<file path="src/rtl/core/flow_table_lookup_insert_age_defines.svh">
// Assertion macros for the flow table block.
`ifndef FLOW_TABLE_LOOKUP_INSERT_AGE_DEFINES_SVH
`define FLOW_TABLE_LOOKUP_INSERT_AGE_DEFINES_SVH

`ifndef SYNTHESIS
`define FTLA_ASSERT_SAME(label, ante, cons, msg) \
    label: assert property (@(posedge aclk) disable iff (!aresetn) (ante) |-> (cons)) \
        else $error(msg);
`define FTLA_ASSERT_NEXT(label, ante, cons, msg) \
    label: assert property (@(posedge aclk) disable iff (!aresetn) (ante) |=> (cons)) \
        else $error(msg);
`else
`define FTLA_ASSERT_SAME(label, ante, cons, msg)
`define FTLA_ASSERT_NEXT(label, ante, cons, msg)
`endif

`endif

</file>
<file path="src/rtl/core/ftla_pkg.sv">
// Types and constants shared by the flow table modules.
`timescale 1ns / 1ps
`default_nettype none

package ftla_pkg;

    localparam int TIME_W = 48;

    localparam logic [TIME_W-1:0] AGE_TIMEOUT_RST = 48'd1000000000;

    localparam logic ACT_PACKET = 1'b0;
    localparam logic ACT_SWEEP  = 1'b1;

    localparam logic [8:0] AGED_MAX = 9'h1FF;

    typedef enum logic [1:0] {
        ST_CLEAR,
        ST_IDLE,
        ST_SCAN,
        ST_FINISH
    } ftla_state_t;

    typedef enum logic [1:0] {
        STAT_HIT   = 2'd0,
        STAT_NEW   = 2'd1,
        STAT_FULL  = 2'd2,
        STAT_SWEEP = 2'd3
    } ftla_status_t;

    // One table entry as stored in the entry memory.
    typedef struct packed {
        logic              valid;
        logic [63:0]       addrs;        // src high, dst low
        logic [39:0]       ports_proto;  // src port, dst port, protocol
        logic [TIME_W-1:0] last_seen;
        logic [7:0]        in_port;
    } ftla_row_t;

    typedef struct packed {
        logic clear;
        logic load;
        logic scan;
        logic finish;
    } ftla_cmd_t;

    typedef struct packed {
        logic clear_last;
        logic hit;
        logic scan_end;
        logic out_free;
    } ftla_stat_t;

endpackage

`default_nettype wire

</file>
<file path="src/rtl/core/ftla_ctrl.sv">
// Sequencer for the flow table: clearing pass, accept, scan and result.
`timescale 1ns / 1ps
`default_nettype none

module ftla_ctrl (
    input  wire logic               aclk,
    input  wire logic               aresetn,
    input  wire logic               s_tvalid,
    output logic                    s_tready,
    output ftla_pkg::ftla_cmd_t     cmd,
    input  wire ftla_pkg::ftla_stat_t stat
);

    ftla_pkg::ftla_state_t state_reg;
    ftla_pkg::ftla_state_t state_next;

    always_ff @(posedge aclk) begin
        if (!aresetn) begin
            state_reg <= ftla_pkg::ST_CLEAR;
        end else begin
            state_reg <= state_next;
        end
    end

    always_comb begin
        state_next = state_reg;
        cmd        = '0;
        s_tready   = 1'b0;
        unique case (state_reg)
            ftla_pkg::ST_CLEAR: begin
                cmd.clear = 1'b1;
                if (stat.clear_last) begin
                    state_next = ftla_pkg::ST_IDLE;
                end
            end
            ftla_pkg::ST_IDLE: begin
                s_tready = 1'b1;
                if (s_tvalid) begin
                    cmd.load   = 1'b1;
                    state_next = ftla_pkg::ST_SCAN;
                end
            end
            ftla_pkg::ST_SCAN: begin
                cmd.scan = 1'b1;
                if (stat.hit || stat.scan_end) begin
                    state_next = ftla_pkg::ST_FINISH;
                end
            end
            ftla_pkg::ST_FINISH: begin
                if (stat.out_free) begin
                    cmd.finish = 1'b1;
                    state_next = ftla_pkg::ST_IDLE;
                end
            end
            default: begin
                state_next = ftla_pkg::ST_CLEAR;
            end
        endcase
    end

endmodule

`default_nettype wire

</file>
<file path="config.mk">
export PLATFORM = sky130hd
export DESIGN_NAME = ftla_ctrl
export DESIGN_NICKNAME = d
export VERILOG_FILES = /design/src/rtl/core/flow_table_lookup_insert_age_defines.svh /design/src/rtl/core/ftla_pkg.sv /design/src/rtl/core/ftla_ctrl.sv
export SDC_FILE = /design/constraint.sdc
export NUM_CORES = 1
export LEC_CHECK = 0
export ABC_AREA = 1
export BUFFER_PORTS_ARGS = -buffer_cell sky130_fd_sc_hd__buf_2
export CELL_PAD_IN_SITES_DETAIL_PLACEMENT = 0
export CELL_PAD_IN_SITES_GLOBAL_PLACEMENT = 1
export CORE_AREA = 2 2 39 41
export CTS_BUF_LIST = sky130_fd_sc_hd__clkbuf_8
export DETAILED_ROUTE_END_ITERATION = 8
export DIE_AREA = 0 0 41 43
export GPL_TIMING_DRIVEN = 0
export PLACE_DENSITY = 0.54
export SLEW_MARGIN = 20
export SYNTH_ARGS = -nofsm -noshare
export SYNTH_HDL_FRONTEND = slang
export SYNTH_SLANG_ARGS = --single-unit
</file>
<file path="constraint.sdc">
create_clock -name aclk -period 1.9 [get_ports aclk]
set_input_delay 0.285 -clock aclk [delete_from_list [all_inputs] [get_ports aclk]]
set_output_delay 0.285 -clock aclk [all_outputs]
set_load 0.03 [all_outputs]
</file>
==> reports/results.txt <==
Vias - 224
Starting Density - 16.3%
DRC - 0
Synth cell types - 9
Clock sink count - 2
Tmin final - 1.44 ns
Detailed Route Iter0 Violations - 3
CP max stage delay - 0.37 ns
Row count - 14
R2R depth - 8
Largest family of logic cells by synthesized area - simple AND/OR/NAND/NOR gates
First-pass GRT wire length - 779 um
Most frequent cells in the layout - 11 x buf_2, 10 x inv_1, 6 x nand2_1, 6 x nor2_1, 5 x ha_1
RSZ-0062 raised after global routing - false
Layout area overhead - 51.7%
CP Launch Type - register
Pin count of the biggest net entering global routing - 6
Max clock buf depth - 2
Fillers - 162
Hold_ws - 0.309 ns
Detailed-route wire length per cell - 6.52 um
Footprint of the multi-input gates - 148 um^2
N_diodes - 0
Grt total ovfl - 0
Worst-path clk slew - 0.03 ns
Synth Warn # - 0
Share of Yosys cell area claimed by the top area cell type - 27.8%
Hold crit path type - primary input to register
Simple-gate share of the synthesized area - 35.6%
Part of the Yosys area used for sequential elements - 17.8%
Top cells by area, synth - ha_1 28%, dfxtp_1 18%, inv_1 17%, nand2_1 10%, nor2_1 10%
DP Wirelength - 354 um
Slew headroom - 88.4%
Cell family with most CP delay - flip-flops
Routability cong. - 0.608
Critical path endpoint category - output port
Adder-cell share of the synthesized area - 27.8%
Period utilisation layout - 75.9%
Sequential Area - 40.0 um^2
Status - complete, no violations
CTS tree - done
Final #Nets - 64
Ports - 12
Buffers on Ports - 11
Die area - 1760 um^2
Mean Syn Cell Area - 6.26 um^2
Die Width - 41 um
Commonest non-fill, non-tap cell in the layout - buf_2
Syn Nets - 48
Post-Synthesis Cells - 36
Buffers & Inverters on Critical Path - 3
Die height - 43 um
Crit path DAT - 1.16 ns
Latest clock arrival within the worst-skew pair - 0.21 ns
Fin Setup TNS - 0 ns
Hold path cells - 3
CP most frequent cell - inv_1
Worst-path fanout max - 4
Final Hold Viols - 0
Vias in the first global route - 211
Lkg Pwr - 0.219 nW
DRT Pass-1 Iters - 4
Final Max Tran Viols - 0
Clk root buf - clkbuf_8
# setup viols final - 0
Total routed wirelength - 430 um
TritonCTS Buffers - 3
PD cells - 1650 nW/um^2
Cell Area, Synth - 225 um^2
Max IR drop VDD - 0.533 mV
Synth Register Bits - 2
Slowest cell on the critical path - dfxtp_1
Synth Area in Compound Gates - 2.22%
Number of max-cap violations - 0
Mux contribution to synthesized area - 0%
Core box area - 1380 um^2
WP depth - 5
Initial antenna violation count - 0
Fin util - 24.7%
Synth Area in XOR/XNOR - 0%
Vias per cell - 3.39
Worst slew pin tran - 0.174 ns
CTS Hold Bufs - 0
WP data required - 1.62 ns
Crit path kind - register to output port
Post-CTS sizing - 0
Htree depth - 1
Critical Path, Cell by Cell - inv_1, ha_1, nand2_1, inv_1, buf_2
Clk_skew - 0.00182 ns
Antenna-violating nets left - 0
Total Routing Usage GR - 6.80%
Post-CTS Setup Inserts - 0
Largest register FFs - 2
Max Clk Rate - 694 MHz
Share of layout cells above drive strength 1 - 36.0%
Area leader, netlist - ha_1
per-layer routing:
layer,share of wire (%),global-route usage (%),up-vias,routed length (um)
li1,-,-,130,-
met3,9.3,3.14,0,40
met5,0,0,-,0
met4,0,6.00,0,0
met1,48,7.94,87,207
met2,42,8.75,7,182
synthesized netlist by cell type:
library cell,number
a21oi_1,1
dfxtp_1,2
ha_1,5
inv_1,10
nand2_1,6
nand2_2,3
nand3_1,2
nor2_1,6
nor2_2,1
cell families (layout without fill, tap and decap cells):
family | Yosys count | after routing
simple gates | 18 | 18
flops | 2 | 2
compound gates | 1 | 1
buf+inv | 10 | 24
fa+ha+maj | 5 | 5
area by class of cell:
type                       instances  share of cell area [%]
sequential                         2                    11.7
timing repair buffer              11                    16.1
tap                               16                    5.86
clock buffer                       3                    12.1
multi-input combinational         24                    43.2
inverter                          10                    11.0
per-stage QoR:
| stage | power, mW | setup slack, ns | cells | instance area (um^2) |
|---|---|---|---|---|
| floorplan | 0.341 | 0.550 | 36 | 225 |
| global placement | 0.410 | 0.622 | 63 | 300 |
| detailed placement | 0.408 | 0.628 | 63 | 300 |
| CTS | 0.579 | 0.438 | 66 | 342 |
| global route | 0.625 | 0.357 | 66 | 342 |
| finish | 0.565 | 0.458 | 66 | 342 |
power by group:
| part | total (mW) | switching, mW | internal (mW) |
|---|---|---|---|
| registers | 0.0859 | 0.0233 | 0.0626 |
| logic | 0.314 | 0.209 | 0.105 |
| clock network | 0.165 | 0.0311 | 0.134 |
tightest hold or removal path: stages:
cell and delay, ns:
buf_2 0.09, nand2_1 0.04, nor2_1 0.06
final timing paths:
path                                   from                        end  slack (ns)
hold / removal                      aresetn  state_reg[0]$_SDFFE_PN0P_        0.31
setup / recovery  state_reg[1]$_SDFFE_PN0P_                     cmd[2]        0.46
setup reg to reg  state_reg[0]$_SDFFE_PN0P_  state_reg[1]$_SDFFE_PN0P_        0.65
hold reg to reg   state_reg[1]$_SDFFE_PN0P_  state_reg[1]$_SDFFE_PN0P_        0.53
Power figures use the tool's default switching activity.
